$ cat src/sv/lzbr_pkg.sv
`default_nettype none

package lzbr_pkg;

    localparam int WINDOW_DEPTH = 32768;
    localparam int MAX_MATCH    = 258;
    localparam int LANE_BYTES   = 8;
    localparam int QUEUE_DEPTH  = 4;

    localparam int ADDR_W     = $clog2(WINDOW_DEPTH);
    localparam int HELD_W     = $clog2(WINDOW_DEPTH + 1);
    localparam int DIST_W     = 16;
    localparam int LEN_W      = 9;
    localparam int DATA_W     = 64;
    localparam int COUNT_W    = 4;
    localparam int LANE_IDX_W = (LANE_BYTES > 1) ? $clog2(LANE_BYTES) : 1;
    localparam int QPTR_W     = $clog2(QUEUE_DEPTH);

    localparam int S_TDATA_W = 40;
    localparam int M_TDATA_W = 72;

    localparam logic MODE_LITERAL = 1'b0;
    localparam logic MODE_MATCH   = 1'b1;

    typedef enum logic [1:0] {
        ST_OK    = 2'd0,
        ST_EMPTY = 2'd1,
        ST_FAR   = 2'd2
    } status_t;

    typedef enum logic [1:0] {
        CMD_LITERAL,
        CMD_COPY,
        CMD_EMPTY,
        CMD_FAR
    } cmd_kind_t;

    typedef struct packed {
        cmd_kind_t         kind;
        logic [7:0]        lit;
        logic [DIST_W-1:0] distance;
        logic [LEN_W-1:0]  len;
    } cmd_t;

    typedef enum logic {
        BK_IDLE,
        BK_COPY
    } back_state_t;

endpackage

`default_nettype wire

$ cat src/sv/lzbr_queue.sv
`default_nettype none

module lzbr_queue (
    input  wire             aclk,
    input  wire             aresetn,
    input  wire             push,
    input  lzbr_pkg::cmd_t  push_cmd,
    output logic            push_ready,
    input  wire             pop,
    output logic            head_valid,
    output lzbr_pkg::cmd_t  head_cmd
);

    lzbr_pkg::cmd_t              entry_reg [lzbr_pkg::QUEUE_DEPTH];
    logic [lzbr_pkg::QPTR_W-1:0] wr_ptr_reg;
    logic [lzbr_pkg::QPTR_W-1:0] rd_ptr_reg;
    logic [lzbr_pkg::QPTR_W:0]   fill_reg;
    logic [lzbr_pkg::QPTR_W:0]   fill_next;
    logic                        do_push;
    logic                        do_pop;

    assign push_ready = (fill_reg != (lzbr_pkg::QPTR_W+1)'(lzbr_pkg::QUEUE_DEPTH));
    assign head_valid = (fill_reg != '0);
    assign head_cmd   = entry_reg[rd_ptr_reg];
    assign do_push    = push && push_ready;
    assign do_pop     = pop && head_valid;

    always_comb begin
        fill_next = fill_reg;
        if (do_push && !do_pop) begin
            fill_next = fill_reg + 1'b1;
        end else if (do_pop && !do_push) begin
            fill_next = fill_reg - 1'b1;
        end
    end

    always_ff @(posedge aclk) begin
        if (!aresetn) begin
            wr_ptr_reg <= '0;
            rd_ptr_reg <= '0;
            fill_reg   <= '0;
        end else begin
            fill_reg <= fill_next;
            if (do_push) begin
                wr_ptr_reg <= wr_ptr_reg + 1'b1;
            end
            if (do_pop) begin
                rd_ptr_reg <= rd_ptr_reg + 1'b1;
            end
        end
    end

    always_ff @(posedge aclk) begin
        if (do_push) begin
            entry_reg[wr_ptr_reg] <= push_cmd;
        end
    end

endmodule

`default_nettype wire

$ cat config.mk
export PLATFORM = sky130hd
export DESIGN_NAME = lzbr_queue
export DESIGN_NICKNAME = d
export VERILOG_FILES = /design/src/sv/lzbr_pkg.sv /design/src/sv/lzbr_queue.sv
export SDC_FILE = /design/constraint.sdc
export NUM_CORES = 1
export LEC_CHECK = 0
export ABC_AREA = 1
export BUFFER_PORTS_ARGS = -buffer_cell sky130_fd_sc_hd__buf_2
export CAP_MARGIN = 0
export CORE_UTILIZATION = 40
export CTS_CLUSTER_SIZE = 28
export DETAILED_ROUTE_END_ITERATION = 8
export SETUP_SLACK_MARGIN = 0.3
export SLEW_MARGIN = 15
export SYNTH_ARGS = -nofsm -noshare
export SYNTH_HDL_FRONTEND = slang
export SYNTH_SLANG_ARGS = --single-unit
$ cat constraint.sdc
create_clock -name aclk -period 2.65 [get_ports aclk]
set_input_delay 0.53 -clock aclk [delete_from_list [all_inputs] [get_ports aclk]]
set_output_delay 0.53 -clock aclk [all_outputs]
set_load 0.01 [all_outputs]
==> qor.json <==
{
  "outcome": {"value": "finished clean"},
  "worst_r2r_startpoint": {"value": "fill_reg[1]$_SDFFE_PN0P_"},
  "leakage": {"value": 2.46, "unit": "nW"},
  "row_count": {"value": 43},
  "cts_tree": {"value": "yes"},
  "dp_hpwl": {"value": 6240, "unit": "µm"},
  "layout_setup_ws": {"value": 0.413, "unit": "ns"},
  "portBuffers": {"value": 75},
  "timing_hold_violations_final": {"value": 0},
  "route.detailed.vias_per_inst": {"value": 5.04},
  "initial_antenna_violation_count": {"value": 0},
  "actual_transition_at_the_worst_max_transition_pin": {"value": 0.540, "unit": "ns"},
  "drcViolationCount": {"value": 0},
  "most_used_standard_cell_by_instance_count_after_synthesis": {"value": "sky130_fd_sc_hd__edfxtp_1"},
  "finalSetupViolCount": {"value": 0},
  "power.switching_fraction": {"value": 30.2, "unit": "%"},
  "final_net_count": {"value": 532},
  "grt_remaining_overflow": {"value": 0},
  "crit_chain": {"value": "inv_8 -> buf_12 -> o21ai_0 -> o22ai_1 -> buf_2"},
  "worst_path_cell_with_the_longest_stage_delay": {"value": "sky130_fd_sc_hd__dfxtp_2"},
  "timing.setup.tns": {"value": 0, "unit": "ns"},
  "highest_metal_layer_with_signal_wires": {"value": "met4"},
  "finalMaxSlewViolations": {"value": 0},
  "vertical_die_dimension": {"value": 121, "unit": "µm"},
  "clock_tree.htree_level_count": {"value": 4},
  "timing.max_cap.violations": {"value": 0},
  "worst_ir_drop_vdd": {"value": 0.491, "unit": "mV"},
  "synth.top_cell.area_share": {"value": 74.5, "unit": "%"},
  "ant_nets": {"value": 0},
  "internal-power": {"value": 0.00483, "unit": "W"},
  "drive_above_1_share": {"value": 24.6, "unit": "%"},
  "num-fill-cells": {"value": 1189},
  "insertedDiodeCount": {"value": 0},
  "synth_async_sr_flop_share": {"value": 0, "unit": "%"},
  "wl_met3": {"value": 393, "unit": "µm"},
  "synth_enable_flop_cells": {"value": 140},
  "numCtsBuffers": {"value": 17},
  "routedLengthMet1": {"value": 5010, "unit": "µm"},
  "cts.reportedPaths.clkPinSlew": {"value": 0.06, "unit": "ns"},
  "synthesis.yosys.warnings": {"value": 0},
  "worst_slew_margin_rel": {"value": 64.0, "unit": "%"},
  "cts.root.buffer_cell": {"value": "sky130_fd_sc_hd__clkbuf_16"},
  "yosysTopAreaCell": {"value": "sky130_fd_sc_hd__edfxtp_1"},
  "synth_ff_type": {"value": "sky130_fd_sc_hd__edfxtp_1"},
  "synthCells": {"value": 406},
  "grt_max_degree": {"value": 49},
  "synth_seq_cells": {"value": 149},
  "cts_hold_buffers": {"value": 0},
  "first_global_vias": {"value": 3239},
  "critical_path_arrival": {"value": 1.71, "unit": "ns"},
  "met2_length": {"value": 5550, "unit": "µm"},
  "synth_fp_nets": {"value": 451},
  "yosys.cell_types.count": {"value": 21},
  "numClockSinks": {"value": 149},
  "critical_path.max_stage_delay": {"value": 0.36, "unit": "ns"},
  "path_max_fanout": {"value": 40},
  "io-pin-count": {"value": 76},
  "finalHoldWorstSlack": {"value": 0.315, "unit": "ns"},
  "synth_top_cells_by_count": {"value": "sky130_fd_sc_hd__edfxtp_1, sky130_fd_sc_hd__nor2_1, sky130_fd_sc_hd__o21ai_0"},
  "switching_power": {"value": 0.00209, "unit": "W"},
  "route.detailed.wl_per_inst": {"value": 16.4, "unit": "µm"},
  "max_clock_freq": {"value": 447, "unit": "MHz"},
  "num_vias": {"value": 3424},
  "design.core.area": {"value": 0.0138, "unit": "mm²"},
  "grt_setup_unrepaired": {"value": "true"},
  "final.setup_skew": {"value": 0.00916, "unit": "ns"},
  "detail_route.first_pass.iterations": {"value": 4},
  "syn-cell-area": {"value": 0.00565, "unit": "mm²"},
  "place_worst_setup_slack": {"value": 0.604, "unit": "ns"},
  "post-route-period-util": {"value": 84.4, "unit": "%"},
  "grt_pass1_wl": {"value": 17000, "unit": "µm"},
  "worst_setup_path_start_kind": {"value": "register"},
  "floorplan.initialDensity": {"value": 40.8, "unit": "%"},
  "post-layout-total-power": {"value": 0.00691, "unit": "W"},
  "clock_tree.buffer_depth": {"value": 2},
  "netlist_top_cells_area": {"value": "sky130_fd_sc_hd__edfxtp_1, sky130_fd_sc_hd__nor2_1, sky130_fd_sc_hd__o21ai_0"},
  "combinationalPowerShare": {"value": 22.9, "unit": "%"},
  "hold_path.startpoint": {"value": "push_cmd[26]"},
  "seqPwrFrac": {"value": 42.7, "unit": "%"},
  "drtIter0Drc": {"value": 209},
  "number_of_flip_flops_in_the_largest_register": {"value": 140},
  "timing_worst_setup_path_type": {"value": "register to primary output"},
  "dieWidth": {"value": 121, "unit": "µm"},
  "timing.hold.worst.class": {"value": "input pin to register"},
  "place.gp.congestion": {"value": 0.673},
  "worst_skew_pair.late_latency": {"value": 0.42, "unit": "ns"},
  "final_period_minus_worst_setup_slack": {"value": 2.24, "unit": "ns"},
  "power.clock.fraction": {"value": 34.4, "unit": "%"},
  "areaGrowthSynthToFinish": {"value": 22.0, "unit": "%"},
  "setup.worst_path.end_class": {"value": "primary output"},
  "grt.total_usage": {"value": 16.2, "unit": "%"},
  "required_arrival_time_at_the_worst_endpoint": {"value": 2.12, "unit": "ns"},
  "totalWireLength": {"value": 11100, "unit": "µm"},
  "postSynthAreaPerCell": {"value": 13.9, "unit": "µm²"},
  "design.die.area": {"value": 0.0146, "unit": "mm²"},
  "power.density_cell_area": {"value": 1000, "unit": "mW/mm²"},
  "synth_seq_area_share": {"value": 77.7, "unit": "%"}
}
## cells in the final DEF, fill, tap and decap left out
| cell | n |
|---|---|
| sky130_fd_sc_hd__o21ai_1 | 20 |
| sky130_fd_sc_hd__buf_2 | 75 |
| sky130_fd_sc_hd__a21oi_1 | 3 |
| sky130_fd_sc_hd__nand2_2 | 1 |
| sky130_fd_sc_hd__nand3b_1 | 1 |
| sky130_fd_sc_hd__edfxtp_1 | 140 |
| sky130_fd_sc_hd__buf_4 | 2 |
| sky130_fd_sc_hd__bufinv_16 | 2 |
| sky130_fd_sc_hd__inv_6 | 5 |
| sky130_fd_sc_hd__inv_8 | 2 |
| sky130_fd_sc_hd__dfxtp_2 | 1 |
| sky130_fd_sc_hd__inv_1 | 14 |
| sky130_fd_sc_hd__o21ai_0 | 51 |
| sky130_fd_sc_hd__xor2_1 | 1 |
| sky130_fd_sc_hd__buf_8 | 1 |
| sky130_fd_sc_hd__buf_6 | 1 |
| sky130_fd_sc_hd__clkinv_4 | 4 |
| sky130_fd_sc_hd__o22ai_1 | 35 |
| sky130_fd_sc_hd__nand3_1 | 4 |
| sky130_fd_sc_hd__dfxtp_1 | 8 |
| sky130_fd_sc_hd__ha_1 | 5 |
| sky130_fd_sc_hd__buf_12 | 4 |
| sky130_fd_sc_hd__clkinv_2 | 1 |
| sky130_fd_sc_hd__inv_4 | 1 |
| sky130_fd_sc_hd__clkinvlp_4 | 2 |
| sky130_fd_sc_hd__clkbuf_16 | 17 |
| sky130_fd_sc_hd__nand2_1 | 14 |
| sky130_fd_sc_hd__fa_1 | 1 |
| sky130_fd_sc_hd__nor2_1 | 80 |
| sky130_fd_sc_hd__nor2_4 | 4 |
## layer usage
metal  global-route usage, %  up-vias
li1                        -     1663
met1                    19.3     1681
met2                    27.3       66
met3                    4.48       14
met4                    7.41        0
met5                       0        -
## cells by family (layout without fill, tap and decap cells)
family	count (synthesis)	after routing	synth area share, %
AND/OR/NAND/NOR	104	104	7.11
flip-flops	149	149	77.7
AO/OA/AOI/OAI	109	109	10.4
XOR/XNOR	1	1	0.155
buffers and inverters	37	131	3.17
adder cells (fa/ha/maj)	6	6	1.46
## power by group through the flow
stage	registers (W)	clock network, W	logic (W)
after CTS	0.00294	0.00243	0.00161
after detailed placement	0.00299	0	0.00161
after global routing	0.00297	0.00252	0.00176
after global placement	0.00298	0	0.00157
final	0.00295	0.00238	0.00158
after floorplan	0.00298	0	0.000976
## critical path: cells and delay by family (launching register included)
family / cells / cell delay (ns)
buf+inv: 3 / 0.57
compound gates: 2 / 0.32
flops: 1 / 0.36
## what timing repair did
action / CTS / global route
gates resized for setup: 3 / 4
buffers inserted: 0 / 0
endpoints found under the setup margin: 5 / 10
gates cloned: 0 / 0
## through the flow
stage | utilization (%) | instances | instance area [µm²]
after global routing | 49.8 | 680 | 6890
after detailed placement | 45.4 | 648 | 6270
after CTS | 49.7 | 680 | 6880
after floorplan | - | 406 | 5650
after global placement | 45.4 | 648 | 6270
final | 49.8 | 680 | 6890
## area by class of cell
type	count	area, µm²	area share [%]
well taps	180	225	3.27
clock buffers	17	425	6.18
flip-flops and latches	149	4390	63.7
inverters	16	70.1	1.02
clock inverters	15	170	2.47
multi-input cells	220	1110	16.2
repair buffers	83	497	7.21
## path summary, 6_finish.rpt
kind / end / depth (start not counted) / slack [ns]
worst max-delay path: head_cmd[0] / 5 / 0.41
worst min-delay path: entry_reg[3][26]$_DFFE_PP_ / 1 / 0.32
worst max register to register: fill_reg[1]$_SDFFE_PN0P_ / 9 / 0.61
worst min register to register: rd_ptr_reg[0]$_SDFFE_PN0P_ / 2 / 0.51
No activity file was read; power rests on OpenSTA's default activity.
