`config.mk`:
```
export PLATFORM = sky130hd
export DESIGN_NAME = lzbr_front
export DESIGN_NICKNAME = d
export VERILOG_FILES = /design/src/sv/lzbr_pkg.sv /design/src/sv/lzbr_front.sv
export SDC_FILE = /design/constraint.sdc
export NUM_CORES = 1
export LEC_CHECK = 0
export ABC_CLOCK_PERIOD_IN_PS = 10600
export BUFFER_PORTS_ARGS = -buffer_cell sky130_fd_sc_hd__buf_2
export CORE_AREA = 2 2 75 77
export CTS_CLUSTER_SIZE = 30
export DETAILED_ROUTE_END_ITERATION = 6
export DIE_AREA = 0 0 77 79
export GPL_TIMING_DRIVEN = 0
export PLACE_DENSITY = 0.68
export REMOVE_ABC_BUFFERS = 1
export SETUP_SLACK_MARGIN = 0.1
export SLEW_MARGIN = 10
export SYNTH_ARGS = -nofsm -noshare
export SYNTH_HDL_FRONTEND = slang
export SYNTH_SLANG_ARGS = --single-unit
```
`constraint.sdc`:
```
create_clock -name aclk -period 10.6 [get_ports aclk]
set_input_delay 0.53 -clock aclk [delete_from_list [all_inputs] [get_ports aclk]]
set_output_delay 0.53 -clock aclk [all_outputs]
set_load 0.01 [all_outputs]
```
`src/sv/lzbr_pkg.sv`:
```
`default_nettype none

package lzbr_pkg;

    localparam int WINDOW_DEPTH = 32768;
    localparam int MAX_MATCH    = 258;
    localparam int LANE_BYTES   = 8;
    localparam int QUEUE_DEPTH  = 4;

    localparam int ADDR_W     = $clog2(WINDOW_DEPTH);
    localparam int HELD_W     = $clog2(WINDOW_DEPTH + 1);
    localparam int DIST_W     = 16;
    localparam int LEN_W      = 9;
    localparam int DATA_W     = 64;
    localparam int COUNT_W    = 4;
    localparam int LANE_IDX_W = (LANE_BYTES > 1) ? $clog2(LANE_BYTES) : 1;
    localparam int QPTR_W     = $clog2(QUEUE_DEPTH);

    localparam int S_TDATA_W = 40;
    localparam int M_TDATA_W = 72;

    localparam logic MODE_LITERAL = 1'b0;
    localparam logic MODE_MATCH   = 1'b1;

    typedef enum logic [1:0] {
        ST_OK    = 2'd0,
        ST_EMPTY = 2'd1,
        ST_FAR   = 2'd2
    } status_t;

    typedef enum logic [1:0] {
        CMD_LITERAL,
        CMD_COPY,
        CMD_EMPTY,
        CMD_FAR
    } cmd_kind_t;

    typedef struct packed {
        cmd_kind_t         kind;
        logic [7:0]        lit;
        logic [DIST_W-1:0] distance;
        logic [LEN_W-1:0]  len;
    } cmd_t;

    typedef enum logic {
        BK_IDLE,
        BK_COPY
    } back_state_t;

endpackage

`default_nettype wire

```
`src/sv/lzbr_front.sv`:
```
`default_nettype none

module lzbr_front (
    input  wire                          aclk,
    input  wire                          aresetn,
    input  wire                          in_valid,
    output logic                         in_ready,
    input  wire                          mode,
    input  wire [7:0]                    literal_byte,
    input  wire [lzbr_pkg::DIST_W-1:0]   distance,
    input  wire [lzbr_pkg::LEN_W-1:0]    length,
    input  wire                          q_ready,
    output logic                         q_push,
    output lzbr_pkg::cmd_t               q_cmd
);

    logic [lzbr_pkg::HELD_W-1:0] held_reg;
    logic [lzbr_pkg::HELD_W-1:0] held_next;
    logic [lzbr_pkg::LEN_W-1:0]  len_clamped;
    logic [lzbr_pkg::HELD_W:0]   held_sum;
    logic [lzbr_pkg::HELD_W:0]   add_amount;

    assign in_ready = q_ready;
    assign q_push   = in_valid && q_ready;

    always_comb begin
        len_clamped = (length > lzbr_pkg::LEN_W'(lzbr_pkg::MAX_MATCH))
                    ? lzbr_pkg::LEN_W'(lzbr_pkg::MAX_MATCH) : length;

        q_cmd.lit      = literal_byte;
        q_cmd.distance = distance;
        q_cmd.len      = len_clamped;
        add_amount     = '0;

        if (mode == lzbr_pkg::MODE_LITERAL) begin
            q_cmd.kind = lzbr_pkg::CMD_LITERAL;
            add_amount = (lzbr_pkg::HELD_W+1)'(1);
        end else if (distance == '0 || length == '0) begin
            q_cmd.kind = lzbr_pkg::CMD_EMPTY;
        end else if (distance > lzbr_pkg::DIST_W'(held_reg)) begin
            q_cmd.kind = lzbr_pkg::CMD_FAR;
        end else begin
            q_cmd.kind = lzbr_pkg::CMD_COPY;
            add_amount = (lzbr_pkg::HELD_W+1)'(len_clamped);
        end

        held_sum  = {1'b0, held_reg} + add_amount;
        held_next = (held_sum > (lzbr_pkg::HELD_W+1)'(lzbr_pkg::WINDOW_DEPTH))
                  ? lzbr_pkg::HELD_W'(lzbr_pkg::WINDOW_DEPTH)
                  : held_sum[lzbr_pkg::HELD_W-1:0];
    end

    // history fill level, tracked at acceptance so the back end can lag
    always_ff @(posedge aclk) begin
        if (!aresetn) begin
            held_reg <= '0;
        end else if (q_push) begin
            held_reg <= held_next;
        end
    end

endmodule

`default_nettype wire

```
==> results of run 1 <==
synth_stat cells (2+ instances only):
cell / count / area (µm²)
o211ai_1: 2 / 15.0
dfxtp_1: 16 / 320
a31oi_1: 6 / 37.5
nor3_1: 15 / 75.1
o21ai_0: 15 / 75.1
and2_1: 3 / 18.8
a211oi_1: 4 / 30.0
clkbuf_1: 9 / 33.8
o21a_1: 6 / 45.0
nand4_1: 10 / 62.6
mux2_2: 2 / 22.5
xor2_1: 2 / 17.5
nor2b_1: 10 / 62.6
nand2b_1: 2 / 12.5
nor4b_1: 2 / 17.5
buf_2: 2 / 10.0
a221oi_1: 2 / 17.5
a21o_1: 6 / 45.0
nor4_1: 6 / 37.5
o21bai_1: 3 / 22.5
ha_1: 25 / 313
and3_1: 2 / 12.5
mux2i_1: 2 / 20.0
nand3_1: 9 / 45.0
buf_4: 27 / 203
inv_1: 21 / 78.8
nand2_1: 24 / 90.1
xnor2_1: 5 / 43.8
or3_1: 3 / 18.8
a21oi_1: 23 / 115
nor2_1: 25 / 93.8
a22oi_1: 2 / 15.0
worst max-delay path, cell delays in order (launching register included):
cell       delay [ns]
dfxtp_1          0.54
inv_1            0.13
ha_1             0.31
a21o_1           0.16
a21o_1           0.17
a21oi_1          0.15
nor2_1           0.06
a2111oi_0        0.48
a21oi_1          0.36
o31ai_1          0.33
ha_1             0.25
inv_1            0.07
fa_1             0.39
xor2_1           0.26
o311ai_0         0.19
nor4_1           0.32
nand3_1          0.19
nor4b_4          0.30
nand4_4          0.19
a221oi_1         0.29
power breakdown:
group / switching [µW] / internal (µW) / leakage [µW]
Sequential: 1.15 / 61.2 / 0.000129
Clock: 25.2 / 33.1 / 0.0000288
Combinational: 32.2 / 23.2 / 0.000870
Total: 58.6 / 117 / 0.00103
per-layer routing:
layer / vias up / GRT usage / part of all wire
met5: - / 0 / 0
met4: 0 / 0.0411 / 0.0060
met3: 4 / 0.0261 / 0.055
met2: 77 / 0.349 / 0.48
met1: 1066 / 0.267 / 0.46
li1: 1175 / - / -
metrics by stage:
step / util / area (µm²) / setup WS [ns] / std cells / hold WS (ns)
2_1_floorplan: - / 2020 / 6.14 / 277 / 0.449
3_3_place_gp: 0.450 / 2400 / 5.39 / 407 / 0.465
3_5_place_dp: 0.452 / 2410 / 5.40 / 408 / 0.466
4_1_cts: 0.462 / 2470 / 5.35 / 412 / 0.476
5_1_grt: 0.462 / 2470 / 4.89 / 412 / 0.501
6_report: 0.462 / 2470 / 5.36 / 412 / 0.478
area by class of cell:
type | count | area (µm²)
Timing Repair Buffer | 59 | 295
Tap cell | 72 | 90.1
Multi-Input combinational cell | 240 | 1630
Fill cell | 567 | 2870
Clock buffer | 4 | 55.1
Inverter | 21 | 78.8
Sequential cell | 16 | 320
logic make-up after synthesis:
| kind of cell | Yosys count | share of synthesized area |
|---|---|---|
| AND/OR/NAND/NOR | 120 | 0.282 |
| AO/OA/AOI/OAI | 83 | 0.236 |
| buffers and inverters | 61 | 0.151 |
| adder cells (fa/ha/maj) | 26 | 0.146 |
| flip-flops | 16 | 0.140 |
| XOR/XNOR | 7 | 0.0268 |
| multiplexers | 4 | 0.0186 |
final timing paths:
kind             endpoint  slack, ns  depth (start not counted)
max           held_reg[6]       5.36                         19
min          held_reg[14]       0.48                          2
max reg2reg   held_reg[6]       5.36                         19
min reg2reg  held_reg[14]       0.48                          2
==> impl_metrics.json, run 1 <==
{
  "outcome": "finished clean",
  "clk_latency_ns": 0.26,
  "syn2layout_area_growth_pct": 7.99,
  "syn_inst": 317,
  "die_height_um": 79,
  "dr.first_iter.drc_count": 105,
  "viasPerCell": 5.64,
  "period_minus_slack_ns": 5.24,
  "leakagePower_uw": 0.00103,
  "io_pins": 75,
  "maxCapViolations": 0,
  "worstSetupStartpointType": "flop",
  "numClockSinks": 16,
  "synth_edf_count": 0,
  "drcViolationCount": 0,
  "setup_viol": 0,
  "crit_fanout": 12,
  "rsz0062_at_grt": "no",
  "numCtsBuffers": 3,
  "gr-total-overflow": 0,
  "power.density_nw_per_um2": 71.3,
  "die_area_um2": 6080,
  "critPathCaptureType": "flop",
  "num_antenna_cells": 0,
  "post_cts_resize_count": 0,
  "clock_skew_ns": 0.00505,
  "synth_seq_cells": 16,
  "mostFrequentLayoutCell": "buf_2",
  "layout.nets": 405,
  "vias": 2322,
  "setup_tns_ns": 0,
  "start_util": 0.428,
  "timing.final.crit_share": 0.495,
  "cp-startpoint": "held_reg[9]",
  "hp-class": "reg -> reg",
  "crit_required_ns": 10.77,
  "p_total_uw": 176,
  "cts.path.max_buffers": 2,
  "synth_area_um2": 2290,
  "worstPathArrival_ns": 5.41,
  "peakVddDrop_mv": 0.0478,
  "cts_hold_buf": 0,
  "drive_gt1_frac": 0.218,
  "core_um2": 5340,
  "final_cell_mix": "buf_2 (59), nor2_1 (25), ha_1 (25), nand2_1 (24), a21oi_1 (23)",
  "cts-root-buf": "clkbuf_8",
  "grt_max_degree": 21,
  "wire_per_inst_um": 14.6,
  "largest_register_ffs": 16,
  "hold_viol_final": 0,
  "cts_setup_buffers": 0,
  "synth_cell_types": 58,
  "min_from": "held_reg[14]",
  "rows": 27,
  "clk_pin_slew_ns": 0.08,
  "drt_first_pass_iters": 4,
  "crit_type": "reg -> reg",
  "antenna_found_initial": 0,
  "ant_nets": 0,
  "grt_usage": 0.201,
  "yosysSeqAreaShare": 0.140,
  "r2r_start": "held_reg[9]",
  "cts_tree": "yes",
  "drv_slew": 0,
  "htree_levels": 1,
  "worst_pin_slew_ns": 0.777,
  "synth-main-ff-cell": "dfxtp_1",
  "synth.yosys.warnings": 0,
  "gp_congestion": 0.881,
  "async_flop_share": 0,
  "postRouteWirelength_um": 6000,
  "place_hpwl_um": 4890,
  "die_w_um": 77,
  "slew_headroom": 0.482,
  "grt_pass1_wl_um": 10000,
  "io_buffer_count": 58,
  "max_freq_mhz": 191,
  "syn_avg_cell_area_um2": 7.21,
  "first_global_vias": 2167
}
Note: power is estimated with default switching activity, not from simulation.
==> run 2: changes to the inputs <==
ABC_CLOCK_PERIOD_IN_PS = 5300   (was 10600)
clock period = 5.3 ns   (was 10.6 ns; I/O delays follow)
==> impl_metrics.json, run 2 (synthesis results as in run 1) <==
{
  "drcViolationCount": 0,
  "mostFrequentLayoutCell": "buf_2",
  "io_buffer_count": 58,
  "die_area_um2": 6080,
  "final.setup.worst_slack_ns": 0.519,
  "setup_viol": 0,
  "first_global_vias": 2180,
  "drv_slew": 0,
  "die_height_um": 79,
  "peakVddDrop_mv": 0.0981,
  "drt_first_pass_iters": 5,
  "outcome": "finished clean",
  "num_antenna_cells": 0,
  "antenna_found_initial": 0,
  "max_freq_mhz": 209,
  "worst_pin_slew_ns": 0.698,
  "largest_register_ffs": 16,
  "rows": 27,
  "fin_area_um2": 2510,
  "postLayoutCoreUtil": 0.470,
  "dr.first_iter.drc_count": 115,
  "layout.nets": 405,
  "syn2layout_area_growth_pct": 9.74,
  "cts.path.max_buffers": 2,
  "viasPerCell": 5.73,
  "slew_headroom": 0.533,
  "crit_required_ns": 5.47,
  "period_minus_slack_ns": 4.78,
  "clk_pin_slew_ns": 0.08,
  "leakagePower_uw": 0.00103,
  "cts_tree": "yes",
  "start_util": 0.428,
  "dpl_cell_area_um2": 2410,
  "ant_nets": 0,
  "drive_gt1_frac": 0.232,
  "crit_type": "reg -> reg",
  "cts_hold_buf": 0,
  "setup_tns_ns": 0,
  "rsz0062_at_grt": "no",
  "grt_usage": 0.200,
  "worstSetupStartpointType": "flop",
  "wire_per_inst_um": 14.9,
  "htree_levels": 1,
  "gr-total-overflow": 0,
  "crit_fanout": 12,
  "cts-root-buf": "clkbuf_8",
  "io_pins": 75,
  "place_hpwl_um": 4890,
  "vias": 2361,
  "clk_latency_ns": 0.26,
  "grt_max_degree": 21,
  "final_cell_mix": "buf_2 (59), nor2_1 (25), ha_1 (25), nand2_1 (24), a21oi_1 (22)",
  "numClockSinks": 16,
  "hold_viol_final": 0,
  "hp-class": "in -> reg",
  "timing.final.crit_share": 0.902,
  "power.density_nw_per_um2": 143,
  "clock_skew_ns": 0.00893,
  "postRouteWirelength_um": 6130,
  "critPathCaptureType": "flop",
  "worstPathArrival_ns": 4.95,
  "pre_cts_slack_ns": 0.0977,
  "die_w_um": 77,
  "holdWs_ns": 0.274,
  "numCtsBuffers": 3,
  "cts_setup_buffers": 0,
  "maxCapViolations": 0,
  "grt_pass1_wl_um": 10000,
  "core_um2": 5340,
  "gp_congestion": 0.881
}
## run 2: cell types whose count changed in the layout (fill, tap and decap cells not counted)
| cell | change |
|---|---|
| dfxtp_2 | +2 |
| o32ai_2 | +1 |
| a21oi_4 | +1 |
| a2111oi_0 | -1 |
| a2111oi_4 | +1 |
| o32ai_1 | -1 |
| a21oi_1 | -1 |
| dfxtp_1 | -2 |
## run 2: stage by stage
| stage | power [µW] | std cells |
|---|---|---|
| finish | 359 | 412 |
| CTS | 354 | 412 |
| detailed placement | 238 | 408 |
| global route | 378 | 412 |
| floorplan | 189 | 277 |
| global placement | 236 | 407 |
## run 2: area by class of cell
cell class	instances	area, µm²
fillers	560	2830
multi-input cells	240	1670
flip-flops and latches	16	323
repair buffers	59	295
well taps	72	90.1
inverters	21	78.8
clock buffers	4	55.1
## run 2: final timing paths
path | startpoint | to | slack [ns] | cells past startpoint
worst max-delay path | held_reg[9] | held_reg[6] | 0.52 | 19
worst min-delay path | aresetn | held_reg[1] | 0.27 | 3
worst max register to register | held_reg[9] | held_reg[6] | 0.52 | 19
worst min register to register | held_reg[14] | held_reg[14] | 0.48 | 2
## run 2: power by group
group          internal [µW]  switching, µW  total, µW  leakage [µW]
Clock                   66.2           52.6        119     0.0000288
Sequential               122           2.32        125      0.000130
Combinational           48.7           67.2        116      0.000876
Total                    237            122        359       0.00103
## run 2: layer usage
layer	up-vias	part of all wire	global-route usage
met4	0	0.011	0.0500
li1	1172	-	-
met1	1105	0.46	0.267
met5	-	0	0
met2	78	0.47	0.345
met3	6	0.058	0.0261
## run 2: critical path, cell delays in order, from the launching register on
cell and delay, ns:
dfxtp_2 0.45, inv_1 0.10, ha_1 0.30, a21o_1 0.16, a21o_1 0.17, a21oi_1 0.15, nor2_1 0.09, a2111oi_4 0.39
a21oi_4 0.16, o31ai_1 0.27, ha_1 0.24, inv_1 0.07, fa_1 0.39, nor2b_1 0.21, o22ai_1 0.13, xnor2_1 0.17
or4_4 0.44, nor4b_4 0.32, nand4_4 0.19, a221oi_1 0.29
## run 2: repair_timing
item                                    CTS  global route
gates cloned                              0             0
gates resized for setup                   2             6
endpoints found under the setup margin    2            16
==> run 3: changes to the inputs <==
CORE_AREA = 2 2 91 93   (was 2 2 75 77)
CTS_BUF_LIST = sky130_fd_sc_hd__clkbuf_16   (was unset)
DIE_AREA = 0 0 93 95   (was 0 0 77 79)
PLACE_DENSITY = 0.49   (was 0.68)
==> impl_metrics.json, run 3 (synthesis results as in run 1) <==
{
  "cts_setup_buffers": 0,
  "worstPathArrival_ns": 5.00,
  "num_antenna_cells": 0,
  "cts_tree": "yes",
  "hp-class": "in -> reg",
  "setup_viol": 0,
  "rsz0062_at_grt": "no",
  "start_util": 0.288,
  "final.setup.worst_slack_ns": 0.458,
  "period_minus_slack_ns": 4.84,
  "rows": 33,
  "mostFrequentLayoutCell": "buf_2",
  "grt_usage": 0.150,
  "htree_levels": 1,
  "layout.nets": 405,
  "die_height_um": 95,
  "crit_chain": "inv_1 -> ha_1 -> a21o_1 -> a21o_1 -> a21oi_1 -> nor2_1 -> a2111oi_4 -> a21oi_4 -> o31ai_1 -> ha_1 -> inv_1 -> fa_1 -> nor2b_1 -> o22ai_1 -> xnor2_1 -> or4_4 -> nor4b_4 -> nand4_4 -> a221oi_1",
  "place_hpwl_um": 5310,
  "clk_pin_slew_ns": 0.05,
  "gr-total-overflow": 0,
  "clock_skew_ns": 0.00485,
  "r2r_setup_slack_ns": 0.46,
  "cts-root-buf": "clkbuf_16",
  "numClockSinks": 16,
  "io_buffer_count": 58,
  "crit_required_ns": 5.46,
  "num-fill-cells": 892,
  "numCtsBuffers": 3,
  "first_global_vias": 2134,
  "viasPerCell": 5.17,
  "grt_max_degree": 21,
  "crit_family": "compound AO/OA/AOI/OAI gates",
  "die_w_um": 93,
  "slew_headroom": 0.513,
  "wire_per_inst_um": 14.8,
  "crit_fanout": 12,
  "core_um2": 7930,
  "slowest_delay_ns": 0.44,
  "worst_pin_slew_ns": 0.728,
  "critPathBufInv": 2,
  "cts_hold_buf": 0,
  "holdWs_ns": 0.279,
  "drv_slew": 0,
  "timing.final.crit_share": 0.914,
  "max_freq_mhz": 207,
  "crit_type": "reg -> reg",
  "antenna_found_initial": 0,
  "cts.path.max_buffers": 2,
  "maxCapViolations": 0,
  "io_pins": 75,
  "syn2layout_area_growth_pct": 12.6,
  "power.density_nw_per_um2": 153,
  "drt_first_pass_iters": 4,
  "hold_viol_final": 0,
  "critPathCaptureType": "flop",
  "die_area_um2": 8840,
  "final_cell_mix": "buf_2 (58), nor2_1 (25), ha_1 (25), nand2_1 (24), a21oi_1 (22)",
  "drive_gt1_frac": 0.229,
  "worst_path_max_delay_cell": "or4_4",
  "leakagePower_uw": 0.00104,
  "dr.first_iter.drc_count": 102,
  "postRouteWirelength_um": 6580,
  "drcViolationCount": 0,
  "clk_latency_ns": 0.25,
  "largest_register_ffs": 16,
  "ant_nets": 0,
  "outcome": "finished clean",
  "worstSetupStartpointType": "flop",
  "gp_congestion": 0.838,
  "vias": 2299,
  "pre_cts_slack_ns": 0.0157,
  "grt_pass1_wl_um": 10500,
  "peakVddDrop_mv": 0.0817
}
-- run 3: final timing paths --
| path | from | endpoint | cells past startpoint |
|---|---|---|---|
| setup / recovery | held_reg[9] | held_reg[2] | 19 |
| hold reg to reg | held_reg[14] | held_reg[14] | 2 |
| setup reg to reg | held_reg[9] | held_reg[2] | 19 |
| hold / removal | aresetn | held_reg[1] | 3 |
-- run 3: final cells by class --
cell class	count	area, µm²	share of cell area
multi-input cells	240	1670	0.647
flip-flops and latches	16	323	0.125
repair buffers	59	298	0.116
well taps	105	131	0.0510
inverters	21	78.8	0.0306
clock buffers	3	75.1	0.0292
clock inverters	1	3.75	0.00146
-- run 3: what timing repair did --
item | CTS | global route
pin swaps | 0 | 0
gates cloned | 0 | 0
gates resized for setup | 2 | 6
setup endpoints to repair | 3 | 16
-- run 3: worst reg2reg max path: cells and delay by family, from the launching register on --
family,cells,cell delay (ns)
DFF,1,0.43
buffers and inverters,2,0.17
AOI/OAI and AO/OA,8,1.79
adders and majority gates,3,0.98
and+or+nand+nor,5,1.23
xor gates and xnor gates,1,0.16
-- run 3: through the flow --
| step | utilization | power [µW] | instance area [µm²] | TNS [ns] | std cells |
|---|---|---|---|---|---|
| floorplan | - | 189 | 2020 | 0 | 277 |
| global placement | 0.308 | 239 | 2440 | -0.0340 | 440 |
| detailed placement | 0.310 | 241 | 2460 | 0 | 441 |
| CTS | 0.321 | 396 | 2540 | 0 | 445 |
| global route | 0.325 | 421 | 2570 | 0 | 445 |
| finish | 0.325 | 395 | 2570 | 0 | 445 |
-- run 3: metal layers --
metal	global-route usage	wire length [µm]
met2	0.257	3110
met5	0	0
met3	0.0271	372
met1	0.195	3010
met4	0.0392	86
-- run 3: power breakdown --
part	internal (µW)	total [µW]	switching (µW)
Clock	100	152	52.0
Sequential	123	125	2.21
Combinational	48.5	118	69.3
Total	272	395	124
